**config.mk**
```make
export PLATFORM = sky130hd
export DESIGN_NAME = random_bit_error_injector
export DESIGN_NICKNAME = d
export VERILOG_FILES = /design/src/rtl/core/rbei_pkg.sv /design/src/rtl/core/random_bit_error_injector.sv
export SDC_FILE = /design/constraint.sdc
export NUM_CORES = 1
export LEC_CHECK = 0
export ABC_AREA = 1
export BUFFER_PORTS_ARGS = -buffer_cell sky130_fd_sc_hd__buf_2
export CAP_MARGIN = 10
export CORE_ASPECT_RATIO = 1.1
export CORE_MARGIN = 1.5
export CORE_UTILIZATION = 45
export DETAILED_ROUTE_END_ITERATION = 12
export GPL_ROUTABILITY_DRIVEN = 0
export GPL_TIMING_DRIVEN = 0
export PLACE_DENSITY = 0.72
export SLEW_MARGIN = 0
export SYNTH_ARGS = -nofsm -noshare
export SYNTH_HDL_FRONTEND = slang
export SYNTH_SLANG_ARGS = --single-unit
```
**constraint.sdc**
```tcl
create_clock -name clk -period 8.8 [get_ports clk]
set_clock_uncertainty 0.15 [all_clocks]
set_input_delay 1.76 -clock clk [delete_from_list [all_inputs] [get_ports clk]]
set_output_delay 1.76 -clock clk [all_outputs]
set_load 0.01 [all_outputs]
```
**src/rtl/core/rbei_pkg.sv**
```systemverilog
`default_nettype none
// ---------------------------------------------------------------------------
// rbei_pkg
// Shared types and constants of the random bit error injector: register
// indexes, generator constants, field widths and the sequencer states.
// ---------------------------------------------------------------------------
package rbei_pkg;

  localparam int CFG_INDEX_W = 2;
  localparam logic [CFG_INDEX_W-1:0] REG_ERROR_THRESHOLD = 2'd0;
  localparam logic [CFG_INDEX_W-1:0] REG_RANDOM_SEED     = 2'd1;

  localparam int THRESH_W = 17;
  localparam int SEED_W   = 32;
  localparam int DRAW_W   = 15;
  localparam int SPARE_CNT_W = 4;
  localparam int FLIPS_W  = 7;
  localparam int TOTAL_W  = 32;

  localparam logic [SPARE_CNT_W-1:0] DRAW_BITS = 4'd15;
  localparam logic [SEED_W-1:0] LCG_MUL   = 32'd214013;
  localparam logic [SEED_W-1:0] LCG_ADD   = 32'd2531011;
  localparam logic [SEED_W-1:0] SEED_RESET = 32'd1;

  typedef enum logic [1:0] {
    ST_IDLE,
    ST_DRAW,
    ST_REFILL,
    ST_DONE
  } state_t;

endpackage

`default_nettype wire

```
**src/rtl/core/random_bit_error_injector.sv**
```systemverilog
`default_nettype none
// ---------------------------------------------------------------------------
// random_bit_error_injector
// Flips each bit of a data word, most significant first, when a 16-bit
// pseudo-random value falls below the error threshold. One bit is decided
// per generator step, except when the spare bits are refilled; the word rotates through a shift register.
// ---------------------------------------------------------------------------
// generator use: one generator step per bit decision plus one spare refill
//   step every 15 bits, so 4 or 5 spare refills per word at eight bytes
// threshold zero: the word passes unchanged, nothing drawn
// words: one word at a time; the done state holds while the result register is
//   full and not taken; the next word is taken while a result waits there
// reset: synchronous active low; threshold 0, seed and generator state 1,
//   spare bits, spare count and flip total cleared
// ---------------------------------------------------------------------------
module random_bit_error_injector #(
  parameter int WORD_BYTES = 8
) (
  input  wire logic                            clk,
  input  wire logic                            rst_n,
  input  wire logic                            in_valid,
  output logic                                 in_ready,
  input  wire logic [63:0]                     in_data_word,
  input  wire logic [3:0]                      in_byte_count,
  output logic                                 out_valid,
  input  wire logic                            out_ready,
  output logic [63:0]                          out_corrupted_word,
  output logic [3:0]                           out_byte_count_out,
  output logic [rbei_pkg::FLIPS_W-1:0]         out_flips_in_word,
  output logic [rbei_pkg::TOTAL_W-1:0]         out_flips_total,
  input  wire logic                            cfg_valid,
  output logic                                 cfg_ready,
  input  wire logic [rbei_pkg::CFG_INDEX_W-1:0] cfg_index,
  input  wire logic [31:0]                     cfg_data
);
  import rbei_pkg::*;

  localparam int NBITS = WORD_BYTES * 8;
  localparam int CNT_W = $clog2(NBITS + 1);

  state_t state_r, state_nxt;

  logic [THRESH_W-1:0]    thresh_r;
  logic [SEED_W-1:0]      gen_r, gen_nxt;
  logic [DRAW_W-1:0]      spare_r, spare_nxt;
  logic [SPARE_CNT_W-1:0] spare_cnt_r, spare_cnt_nxt;
  logic [DRAW_W-1:0]      hold_r;
  logic [TOTAL_W-1:0]     total_r;
  logic [63:0]            word_r, word_nxt;
  logic [3:0]             count_r;
  logic [FLIPS_W-1:0]     flips_r;
  logic [CNT_W-1:0]       left_r;

  logic [63:0]            o_word_r;
  logic [3:0]             o_count_r;
  logic [FLIPS_W-1:0]     o_flips_r;
  logic [TOTAL_W-1:0]     o_total_r;
  logic                   o_valid_r;

  logic [SEED_W-1:0] lcg;
  logic [DRAW_W-1:0] draw;
  logic              rand_lsb;
  logic [15:0]       rand_val;
  logic              flip;
  logic              decide;
  logic              need_refill;
  logic              accept;
  logic              finish;
  logic              last_bit;

  assign lcg  = gen_r * LCG_MUL + LCG_ADD;
  assign draw = lcg[30:16];
  assign need_refill = (spare_cnt_r == '0);
  assign last_bit = (left_r == CNT_W'(1));
  assign accept = in_valid && in_ready;
  assign finish = (state_r == ST_DONE) && (!o_valid_r || out_ready);

  // next state
  always_comb begin
    state_nxt = state_r;
    unique case (state_r)
      ST_IDLE: begin
        if (in_valid) begin
          state_nxt = (thresh_r == '0) ? ST_DONE : ST_DRAW;
        end
      end
      ST_DRAW: begin
        if (need_refill) begin
          state_nxt = ST_REFILL;
        end else if (last_bit) begin
          state_nxt = ST_DONE;
        end
      end
      ST_REFILL: begin
        state_nxt = last_bit ? ST_DONE : ST_DRAW;
      end
      ST_DONE: begin
        if (!o_valid_r || out_ready) begin
          state_nxt = ST_IDLE;
        end
      end
      default: state_nxt = ST_IDLE;
    endcase
  end

  // control and datapath selection
  always_comb begin
    in_ready      = (state_r == ST_IDLE);
    decide        = 1'b0;
    gen_nxt       = gen_r;
    spare_nxt     = spare_r;
    spare_cnt_nxt = spare_cnt_r;
    rand_lsb      = spare_r[0];
    rand_val      = {draw, spare_r[0]};
    unique case (state_r)
      ST_DRAW: begin
        gen_nxt = lcg;
        if (!need_refill) begin
          decide        = 1'b1;
          rand_lsb      = spare_r[0];
          rand_val      = {draw, rand_lsb};
          spare_nxt     = {1'b0, spare_r[DRAW_W-1:1]};
          spare_cnt_nxt = spare_cnt_r - 1'b1;
        end
      end
      ST_REFILL: begin
        gen_nxt       = lcg;
        decide        = 1'b1;
        rand_lsb      = draw[0];
        rand_val      = {hold_r, rand_lsb};
        spare_nxt     = {1'b0, draw[DRAW_W-1:1]};
        spare_cnt_nxt = DRAW_BITS - 1'b1;
      end
      default: begin
      end
    endcase
    flip     = decide && ({1'b0, rand_val} < thresh_r);
    word_nxt = word_r;
    word_nxt[NBITS-1:0] = {word_r[NBITS-2:0], word_r[NBITS-1] ^ flip};
  end

  assign cfg_ready = 1'b1;

  always_ff @(posedge clk) begin
    if (!rst_n) begin
      state_r     <= ST_IDLE;
      thresh_r    <= '0;
      gen_r       <= SEED_RESET;
      spare_r     <= '0;
      spare_cnt_r <= '0;
      total_r     <= '0;
      o_valid_r   <= 1'b0;
    end else begin
      state_r <= state_nxt;
      if (cfg_valid && cfg_ready) begin
        unique case (cfg_index)
          REG_ERROR_THRESHOLD: thresh_r <= cfg_data[THRESH_W-1:0];
          REG_RANDOM_SEED:     gen_r    <= cfg_data;
          default: begin
          end
        endcase
      end else begin
        gen_r <= gen_nxt;
      end
      spare_r     <= spare_nxt;
      spare_cnt_r <= spare_cnt_nxt;
      if (finish) begin
        total_r   <= total_r + TOTAL_W'(flips_r);
        o_valid_r <= 1'b1;
      end else if (out_ready) begin
        o_valid_r <= 1'b0;
      end
    end
  end

  // word path
  always_ff @(posedge clk) begin
    if (accept) begin
      word_r  <= in_data_word;
      count_r <= in_byte_count;
      flips_r <= '0;
      left_r  <= CNT_W'(NBITS);
    end else if (decide) begin
      word_r  <= word_nxt;
      flips_r <= flips_r + FLIPS_W'(flip);
      left_r  <= left_r - 1'b1;
    end
    if (state_r == ST_DRAW) begin
      hold_r <= draw;
    end
    if (finish) begin
      o_word_r  <= word_r;
      o_count_r <= count_r;
      o_flips_r <= flips_r;
      o_total_r <= total_r + TOTAL_W'(flips_r);
    end
  end

  assign out_valid          = o_valid_r;
  assign out_corrupted_word = o_word_r;
  assign out_byte_count_out = o_count_r;
  assign out_flips_in_word  = o_flips_r;
  assign out_flips_total    = o_total_r;

endmodule

`default_nettype wire
```
# [Word level (Yosys, flattened, before mapping)]
# Cells that the tools add are included.
[word_totals] regBits=307
[op_classes] addsub=5 n_mul=1 order_cmp=1 n_eq_ne=10 mux=21 n_bitwise=1 reduce_logical=18
[ops] cell="$mux W64" count=2
[ops] cell="$mux W32" count=3
[ops] cell="$add A32 B22 Y32 const B" count=1
[ops] cell="$add A32 B7 Y32" count=1
[ops] cell="$mul A32 B18 Y32 const B" count=1
[ops] cell="$pmux W15 S2" count=1
[ops] cell="$logic_not A17 Y1" count=1
[ops] cell="$lt A16 B17 Y1" count=1
[ops] cell="$mux W16" count=1
[ops] cell="$mux W15" count=1
[ops] cell="$mux W2" count=6
[ops] cell="$pmux W2 S4" count=1
[ops] cell="$pmux W4 S2" count=1
[ops] cell="$reduce_bool A2 Y1" count=4
[ops] cell="$add A7 B1 Y7" count=1
[ops] cell="$eq A7 B1 Y1 const B" count=1
[ops] cell="$sub A7 B1 Y7 const B" count=1
[ops] cell="$reduce_and A2 Y1" count=3
[ops] cell="$eq A2 B1 Y1 const B" count=2
[ops] cell="$eq A2 B2 Y1 const B" count=2
[ops] cell="$logic_not A2 Y1" count=2
[ops] cell="$logic_not A4 Y1" count=1
[ops] cell="$mux W4" count=1
[ops] cell="$ne A2 B1 Y1 const B" count=2
[ops] cell="other kinds (11)" count=16

# [Depth between registers and ports, before layout]
# Gate-level depths: netlist of run 1.
[logic_depth] ltp_word=8 ltp_mapped=40 mapped_depth_nobuf=40

# [Worst setup path after synthesis of run 1]
# OpenSTA, ideal clock, no wires.
[synth_path] path_kind="flip-flop to flip-flop" start="reg gen_r[11]" end="reg flips_r[6]" setup_ns=0.131 arrival_time_ns=6.600 path_slack_ns=1.918 path_stages_with_launch=38 synth_period_minus_slack_ns=6.882 path_cell_list="dfxtp_1 -> inv_1 -> fa_1 -> fa_1 -> fa_1 -> fa_1 -> inv_1 -> fa_1 -> inv_1 -> fa_1 -> inv_1 -> ha_1 -> nand2_1 -> nor2_1 -> inv_2 -> nor2_2 -> nand4_1 -> nand3_1 -> [2 not listed] -> nand2_1 -> a31oi_1 -> ha_1 -> a21oi_1 -> nor2_1 -> a211oi_1 -> o21ai_0 -> nand2_1 -> nand2_1 -> nor2_1 -> nand2_1 -> inv_1 -> ha_1 -> ha_1 -> nand2_1 -> nor3b_2 -> and3_1 -> nor3_1"
[synth_between] elab_chain_len=6
[synth_lines] item="start, declared" line="random_bit_error_injector.sv:44" source="logic [SEED_W-1:0] gen_r, gen_nxt;"
[synth_lines] item="start signal, assigned" line="random_bit_error_injector.sv:158" source="REG_RANDOM_SEED: gen_r <= cfg_data;"
[synth_lines] item="start signal, assigned" line="random_bit_error_injector.sv:163" source="gen_r <= gen_nxt;"
[synth_lines] item="$mul A32 B18 Y32" line="random_bit_error_injector.sv:71" source="assign lcg = gen_r * LCG_MUL + LCG_ADD;"
[synth_lines] item="$add A32 B22 Y32" line="random_bit_error_injector.sv:71"
[synth_lines] item="$mux W16"
[synth_lines] item="$lt A16 B17 Y1" line="random_bit_error_injector.sv:137" source="flip = decide && ({1'b0, rand_val} < thresh_r);"
[synth_lines] item="$logic_and A1 B1 Y1" line="random_bit_error_injector.sv:137"
[synth_lines] item="$add A7 B1 Y7" line="random_bit_error_injector.sv:185" source="flips_r <= flips_r + FLIPS_W'(flip);"
[synth_lines] item="end signal, assigned" line="random_bit_error_injector.sv:185"
[synth_lines] item="end, declared" line="random_bit_error_injector.sv:51" source="logic [FLIPS_W-1:0] flips_r;"
# Every way passes these cells.
# A chain may end at the register's enable or synchronous reset.

# [Worst setup path in the final report of run 1]
# Same ends and word-level chain as after synthesis.

==> impl_metrics.tcl, run 1 <==
set metrics [dict create \
    syn2layout_area_growth_pct 14.08 \
    antenna_found_initial 6 \
    antenna_left 0 \
    start_util_pct 45.90 \
    synth_warnings 0 \
    ys_async_sr_fraction_pct 0 \
    crit_type "flip-flop to flip-flop" \
    ys_ff_latch 305 \
    rr_startpoint "gen_r[11]" \
    grt_pass1_wl_um 84840 \
    grt_max_degree 65 \
    slew_viol_final 0 \
    maxCapViolations 0 \
    die_y_um 229.8 \
    finalCriticalPeriod_ps 8312 \
    pin_count 217 \
    fill_cells 4094 \
    rrSetupSlack_ps 490 \
    timing.rr.end "flips_r[6]" \
    synth.largest_area_cell "edfxtp_1" \
    drc_errors 0 \
    drive_gt1_share_pct 12.53 \
    cts_resized 0 \
    ys.flop_type "edfxtp_1" \
    drtPass1Iterations 6 \
    fmax_ghz 0.1203 \
    crit_top_cell "nand2_1" \
    coreArea_sq_um 45860 \
    finalHoldViolCount 0 \
    tightest_slew_ps 966.9 \
    startpoint_type "flip-flop" \
    clkTransAtPathRegs_ps 70 \
    track_usage_pct 22.23 \
    wl_per_cell_um 16.61 \
    cts_num_sinks 305 \
    required_ps 9090 \
    htreeDepth 1 \
    cp.arrival_ps 8600 \
    via_count 16450 \
    synthCells 2330 \
    yosys.cell_count.top_type "nand2_1" \
    synth_common_cells "nand2_1 (485), inv_1 (451), edfxtp_1 (190)" \
    critPathMaxStageDelay_ps 610 \
    synth_edf_count 190 \
    worstSkewPairLatency_ps 580 \
    routed_wl_um 53120 \
    hp-class "flip-flop to flip-flop" \
    hold_buffers 0 \
    drt_iter0_markers 1446 \
    synth_cell_types 53 \
    finalSetupViolations 0 \
    die_w_um 209.2 \
    rsz0062_at_grt "no" \
    setup_tns_ps 0 \
    dieArea_sq_um 48080 \
    grt_pass1_vias 16520 \
    status "completed" \
    slew_headroom_pct 35.54 \
    cts_buffer_depth 3 \
    synth_area_sq_um 21050 \
    r2r_cells 37 \
    cts_setup_buffers 0 \
    critPathMaxFanout 7 \
    slowest_stage "dfxtp_1" \
    synth_nets 2778 \
    portBuffers 213 \
    holdPathStages 0 \
    yosys-top-cells-area "edfxtp_1 (27%), fa_1 (17%), dfxtp_1 (11%)" \
    numCtsBuffers 30 \
    ys_seq_area_share_pct 38.04 \
    syn_avg_cell_area_sq_um 9.034 \
    root_buffer "clkbuf_16" \
    multi_input_area_sq_um 11070 \
    rows 82 \
    fin_crit_sh_pct 94.46 \
    regArea_sq_um 8008 \
    cts_tree "done" \
    nets 3025 \
    endpoint_kind "flip-flop" \
    dp_hpwl_um 43510 \
    synth_top_area_share_pct 27.11 \
    min-delay-start "count_r[0]" \
    hold_end "out_byte_count_out[0]" \
    post_drt_via_cell_ratio 5.144 \
    grt_overflow 0 \
]
[flip-flops by register name, indices dropped and copies added (netlist names)]
name / count
out_corrupted_word: 64
word_r: 64
out_flips_total: 32
total_r: 32
gen_r: 31
thresh_r: 17
hold_r: 15
spare_r: 14
flips_r: 7
left_r: 7
out_flips_in_word: 7
count_r: 4
out_byte_count_out: 4
spare_cnt_r: 4
state_r: 2
out_valid: 1
[worst max-delay path: cells and delay by family (launching register included)]
family | cells | cell delay, ps
AOI/OAI and AO/OA | 4 | 650
adders and majority gates | 10 | 4060
buffers and inverters | 6 | 570
DFF | 1 | 610
and+or+nand+nor | 17 | 2150
[final cells by class]
type | count | area share (%)
buffer | 58 | 0.9588
sequential | 305 | 33.35
tap | 588 | 3.064
timing repair buffer | 215 | 4.606
antenna | 9 | 0.09379
multi-input combinational | 1500 | 46.09
clock buffer | 41 | 3.825
inverter | 467 | 7.300
clock inverter | 15 | 0.7139
[per-stage QoR]
stage               area, sq um  hold WS [ps]  worst slack, ps  utilization (%)  std cells
floorplan                 21050         250.3             1918                -       2330
global placement          22850         250.7            786.9            49.83       3131
detailed placement        22900         256.8            650.5            49.93       3133
CTS                       23990         277.9            604.2            52.31       3189
global route              24000         293.0            76.92            52.34       3194
finish                    24010         279.0            487.9            52.36       3198
[metal layers]
metal,up-vias,wire length (um),global-route usage [%]
met5,-,0,0
met4,0,2282,8.605
met3,150,4461,3.892
met2,658,25080,37.15
met1,7753,21290,28.78
li1,7890,-,-
[worst max-delay path by stage]
stage | from | end | slack [ps] | cells past startpoint
global placement | gen_r[11] | flips_r[6] | 790 | 37
floorplan | gen_r[11] | flips_r[6] | 1920 | 37
finish | gen_r[11] | flips_r[6] | 490 | 37
CTS | gen_r[10] | flips_r[6] | 600 | 37
global route | gen_r[10] | flips_r[6] | 80 | 37
detailed placement | gen_r[10] | flips_r[6] | 650 | 37
[layout by cell type (no fill, tap or decap), types with 44 or more instances in the layout]
master / instances
nor2_1: 183
inv_1: 451
buf_2: 220
clkbuf_1: 44
ha_1: 161
a21oi_1: 144
dfxtp_1: 115
nand2_1: 484
fa_1: 180
o21ai_0: 85
nand3_1: 46
edfxtp_1: 190
[cell families (layout without fill, tap and decap cells)]
group / Yosys count / count (layout) / share of synthesized area [%]
AND/OR/NAND/NOR: 796 / 796 / 15.63
buffers and inverters: 525 / 796 / 9.416
adder cells (fa/ha/maj): 341 / 341 / 26.69
AO/OA/AOI/OAI: 314 / 314 / 8.102
flip-flops: 305 / 305 / 38.04
XOR/XNOR: 48 / 48 / 2.104
other: 1 / 10 / 0.01782
Power of run 1 is not shown: default switching activity piles up to over one toggle a cycle in this logic, so the estimate is an artifact.
==> run 2: changes to the inputs <==
--- a/config.mk
+++ b/config.mk
@@ -10,11 +10,11 @@
 export CAP_MARGIN = 10
 export CORE_ASPECT_RATIO = 1.1
 export CORE_MARGIN = 1.5
-export CORE_UTILIZATION = 45
+export CORE_UTILIZATION = 35
 export DETAILED_ROUTE_END_ITERATION = 12
 export GPL_ROUTABILITY_DRIVEN = 0
 export GPL_TIMING_DRIVEN = 0
-export PLACE_DENSITY = 0.72
+export PLACE_DENSITY = 0.6
 export SLEW_MARGIN = 0
 export SYNTH_ARGS = -nofsm -noshare
 export SYNTH_HDL_FRONTEND = slang
==> impl_metrics.tcl, run 2 (synthesized netlist as in run 1, its figures left out) <==
set metrics [dict create \
    timing.hold.ws_ps 272.4 \
    die_w_um 236.8 \
    setup_tns_ps 0 \
    grt_use_met2_pct 31.36 \
    crit_top_cell "nand2_1" \
    drtPass1Iterations 5 \
    timing.rr.end "flips_r[6]" \
    grt_pass1_vias 16430 \
    rsz0062_at_grt "no" \
    cts_setup_buffers 0 \
    track_usage_pct 18.15 \
    cp.arrival_ps 8630 \
    status "completed" \
    antenna_left 0 \
    nets 3031 \
    cts_num_sinks 305 \
    slowest_stage "dfxtp_1" \
    slew_viol_final 0 \
    coreArea_sq_um 59630 \
    fill_cells 5891 \
    startpoint_type "flip-flop" \
    grtUsageMet3_pct 3.779 \
    dp_hpwl_um 46080 \
    final_common_cell "nand2_1" \
    crit_end "flips_r[6]" \
    endpoint_kind "flip-flop" \
    tightest_slew_ps 914.7 \
    grt_overflow 0 \
    final_cells 3384 \
    rrSetupSlack_ps 430 \
    post_drt_via_cell_ratio 4.786 \
    worstSkewPairLatency_ps 540 \
    via_count 16200 \
    dieArea_sq_um 61620 \
    portBuffers 213 \
    worstSetupStartpoint "gen_r[11]" \
    maxCapViolations 0 \
    slew_headroom_pct 39.02 \
    drc_errors 0 \
    cts_resized 0 \
    hold_buffers 0 \
    finalHoldViolCount 0 \
    finalCriticalPeriod_ps 8370 \
    pin_count 217 \
    grt_pass1_wl_um 87790 \
    antenna_found_initial 10 \
    htreeDepth 2 \
    cts_buffer_depth 3 \
    rr_startpoint "gen_r[11]" \
    critPathMaxStageDelay_ps 670 \
    start_util_pct 35.30 \
    critPathMaxFanout 7 \
    required_ps 9060 \
    grt_use_met1_pct 22.70 \
    numCtsBuffers 35 \
    root_buffer "clkbuf_16" \
    rows 94 \
    grt_busiest_layer "met2" \
    routed_wl_um 56020 \
    layout_common_cells "nand2_1 (484), inv_1 (451), buf_2 (220)" \
    drive_gt1_share_pct 12.30 \
    finalSetupViolations 0 \
    grt_max_degree 65 \
    crit_type "flip-flop to flip-flop" \
    drt_iter0_markers 1142 \
    fin_crit_sh_pct 95.12 \
    fmax_ghz 0.1195 \
    clkTransAtPathRegs_ps 60 \
    syn2layout_area_growth_pct 15.42 \
    cts_tree "done" \
    wl_per_cell_um 16.56 \
    hp-class "flip-flop to flip-flop" \
    place_inst 3314 \
    die_y_um 260.2 \
    r2r_cells 37 \
]
run 2: cell types whose count changed in the layout (fill, tap and decap cells not counted), sizes merged:
cell    before  now
inv        469  468
buf        229  230
bufinv       2    3
clkinv       9   12
diode        9    6
clkbuf      85   90
run 2: area by class of cell:
cell class / count / area, sq um / share of cell area, %
Buffer: 58 / 230.2 / 0.9476
Tap cell: 768 / 960.9 / 3.955
Antenna cell: 6 / 15.01 / 0.06180
Clock inverter: 18 / 214.0 / 0.8807
Inverter: 467 / 1753 / 7.215
Clock buffer: 46 / 920.9 / 3.790
Sequential cell: 305 / 8008 / 32.96
Timing Repair Buffer: 216 / 1126 / 4.635
Multi-Input combinational cell: 1500 / 11070 / 45.55
run 2: worst min-delay path by stage:
| stage | slack [ps] | cells past startpoint | end | startpoint |
|---|---|---|---|---|
| after CTS | 270 | 0 | out_byte_count_out[2] | count_r[2] |
| final | 270 | 0 | out_byte_count_out[2] | count_r[2] |
| after global placement | 250 | 0 | out_byte_count_out[3] | count_r[3] |
| after global routing | 280 | 0 | out_byte_count_out[2] | count_r[2] |
| after floorplan | 250 | 0 | out_byte_count_out[0] | count_r[0] |
| after detailed placement | 260 | 0 | out_byte_count_out[2] | count_r[2] |
run 2: per-layer routing:
metal	routed length [um]	share of wire [%]
met1	23530	42
met2	27140	48
met3	3706	6.6
met4	1598	2.9
met5	52	0.093
run 2: stage by stage:
stage	worst slack, ps	utilization, %	cell area (sq um)
3_5_place_dp	466.0	38.81	23140
2_1_floorplan	1918	-	21050
5_1_grt	32.78	40.73	24290
4_1_cts	476.6	40.72	24280
6_report	429.7	40.74	24290
3_3_place_gp	688.2	38.70	23080
run 2: worst max-delay path, delay by kind of cell, from the launching register on:
kind | cells | cell delay, ps
buf+inv | 6 | 530
compound gates | 4 | 750
flops | 1 | 670
simple gates | 17 | 2050
fa+ha+maj | 10 | 4080
Power of run 2 is left out for the same reason.
==> run 3: changes to the inputs <==
--- a/config.mk
+++ b/config.mk
@@ -14,7 +14,7 @@
 export DETAILED_ROUTE_END_ITERATION = 12
 export GPL_ROUTABILITY_DRIVEN = 0
 export GPL_TIMING_DRIVEN = 0
-export PLACE_DENSITY = 0.6
+export PLACE_DENSITY = 0.5
 export SLEW_MARGIN = 0
 export SYNTH_ARGS = -nofsm -noshare
 export SYNTH_HDL_FRONTEND = slang
==> impl_metrics.tcl, run 3 (synthesized netlist as in run 1, its figures left out) <==
set metrics [dict create \
    status "completed" \
    holdPathStages 0 \
    finalCriticalPeriod_ps 8321 \
    via_count 16000 \
    rr_startpoint "gen_r[10]" \
    num_antenna_cells 0 \
    wl_met3_um 1932 \
    clkTransAtPathRegs_ps 60 \
    tightest_slew_ps 895.4 \
    hold_end "out_byte_count_out[0]" \
    layout_common_cells "nand2_1 (484), inv_1 (451), buf_2 (220)" \
    finalHoldViolCount 0 \
    cts_tree "done" \
    drt-met1-wl_um 24450 \
    finalSetupViolations 0 \
    dieArea_sq_um 61620 \
    die_y_um 260.2 \
    final_cells 3372 \
    antenna_found_initial 2 \
    grt_max_degree 65 \
    crit_type "flip-flop to flip-flop" \
    final_common_cell "nand2_1" \
    required_ps 9090 \
    highest_layer "met4" \
    fmax_ghz 0.1202 \
    regArea_sq_um 8008 \
    pin_count 217 \
    critPathMaxFanout 6 \
    rsz0062_at_grt "no" \
    multi_input_area_sq_um 11070 \
    cts_resized 0 \
    wl_per_cell_um 16.95 \
    drive_gt1_share_pct 12.40 \
    rows 94 \
    grt_pass1_wl_um 89870 \
    drtPass1Iterations 7 \
    grt_pass1_vias 16560 \
    worst_slack_ps 478.8 \
    root_buffer "clkbuf_16" \
    critPathMaxStageDelay_ps 640 \
    cp.arrival_ps 8620 \
    antenna_left 0 \
    place_worst_setup_slack_ps 467.5 \
    htreeDepth 1 \
    track_usage_pct 18.62 \
    grt_overflow 0 \
    cts_num_sinks 305 \
    syn2layout_area_growth_pct 15.50 \
    fill_cells 5988 \
    crit_top_cell "nand2_1" \
    dr_wl_met2_um 28920 \
    slew_headroom_pct 40.30 \
    start_util_pct 35.30 \
    hold_buffers 0 \
    startpoint_type "flip-flop" \
    cts_setup_buffers 0 \
    endpoint_kind "flip-flop" \
    r2r_cells 37 \
    fin_crit_sh_pct 94.56 \
    coreArea_sq_um 59630 \
    drt_iter0_markers 837 \
    maxCapViolations 0 \
    min-delay-start "count_r[0]" \
    numCtsBuffers 31 \
    hp-class "flip-flop to flip-flop" \
    timing.rr.end "flips_r[6]" \
    rrSetupSlack_ps 480 \
    cts_buffer_depth 3 \
    drc_errors 0 \
    slew_viol_final 0 \
    dp_hpwl_um 47070 \
    worstSkewPairLatency_ps 580 \
    place_inst 3314 \
    routed_wl_um 57170 \
    portBuffers 213 \
    setup_tns_ps 0 \
    post_drt_via_cell_ratio 4.744 \
    die_w_um 236.8 \
    nets 3027 \
    slowest_stage "dfxtp_1" \
]
[run 3: cell count changes in the layout (fill, tap and decap cells not counted), sizes merged]
| cell | delta |
|---|---|
| inv | +1 |
| diode | -6 |
| clkbuf | -9 |
| clkinv | -3 |
| bufinv | +5 |
[run 3: metal layers]
| layer | global-route usage (%) | up-vias |
|---|---|---|
| met1 | 23.01 | 7723 |
| met3 | 1.369 | 83 |
| li1 | - | 7889 |
| met2 | 34.26 | 303 |
| met5 | 0 | - |
| met4 | 6.250 | 0 |
[run 3: cell type report]
class / instances / share of cell area [%]
multi-input cells: 1500 / 45.52
flip-flops and latches: 305 / 32.94
inverters: 467 / 7.210
repair buffers: 216 / 4.632
well taps: 768 / 3.952
clock buffers: 37 / 3.453
clock inverters: 21 / 1.348
plain buffers: 58 / 0.9469
[run 3: how the worst max path moves through the flow]
stage,start,endpoint,depth (start not counted)
2_1_floorplan,gen_r[11],flips_r[6],37
4_1_cts,gen_r[10],flips_r[6],37
3_5_place_dp,gen_r[10],flips_r[6],37
6_report,gen_r[10],flips_r[6],37
5_1_grt,gen_r[10],flips_r[6],37
3_3_place_gp,gen_r[10],flips_r[6],37
[run 3: stage by stage]
step           utilization, %  hold WS [ps]  cell area [sq um]
6_report                40.77         271.9              24310
2_1_floorplan               -         250.3              21050
3_3_place_gp            38.70         252.5              23080
5_1_grt                 40.77         285.7              24310
3_5_place_dp            38.81         257.0              23140
4_1_cts                 40.77         272.3              24310
[run 3: critical path: cells and delay by family (launching register included)]
| kind | cells | cell delay, ps |
|---|---|---|
| AO/OA/AOI/OAI | 4 | 630 |
| adder cells (fa/ha/maj) | 10 | 4000 |
| buffers and inverters | 6 | 570 |
| flip-flops | 1 | 640 |
| AND/OR/NAND/NOR | 17 | 2170 |
Power of run 3 is left out for the same reason.
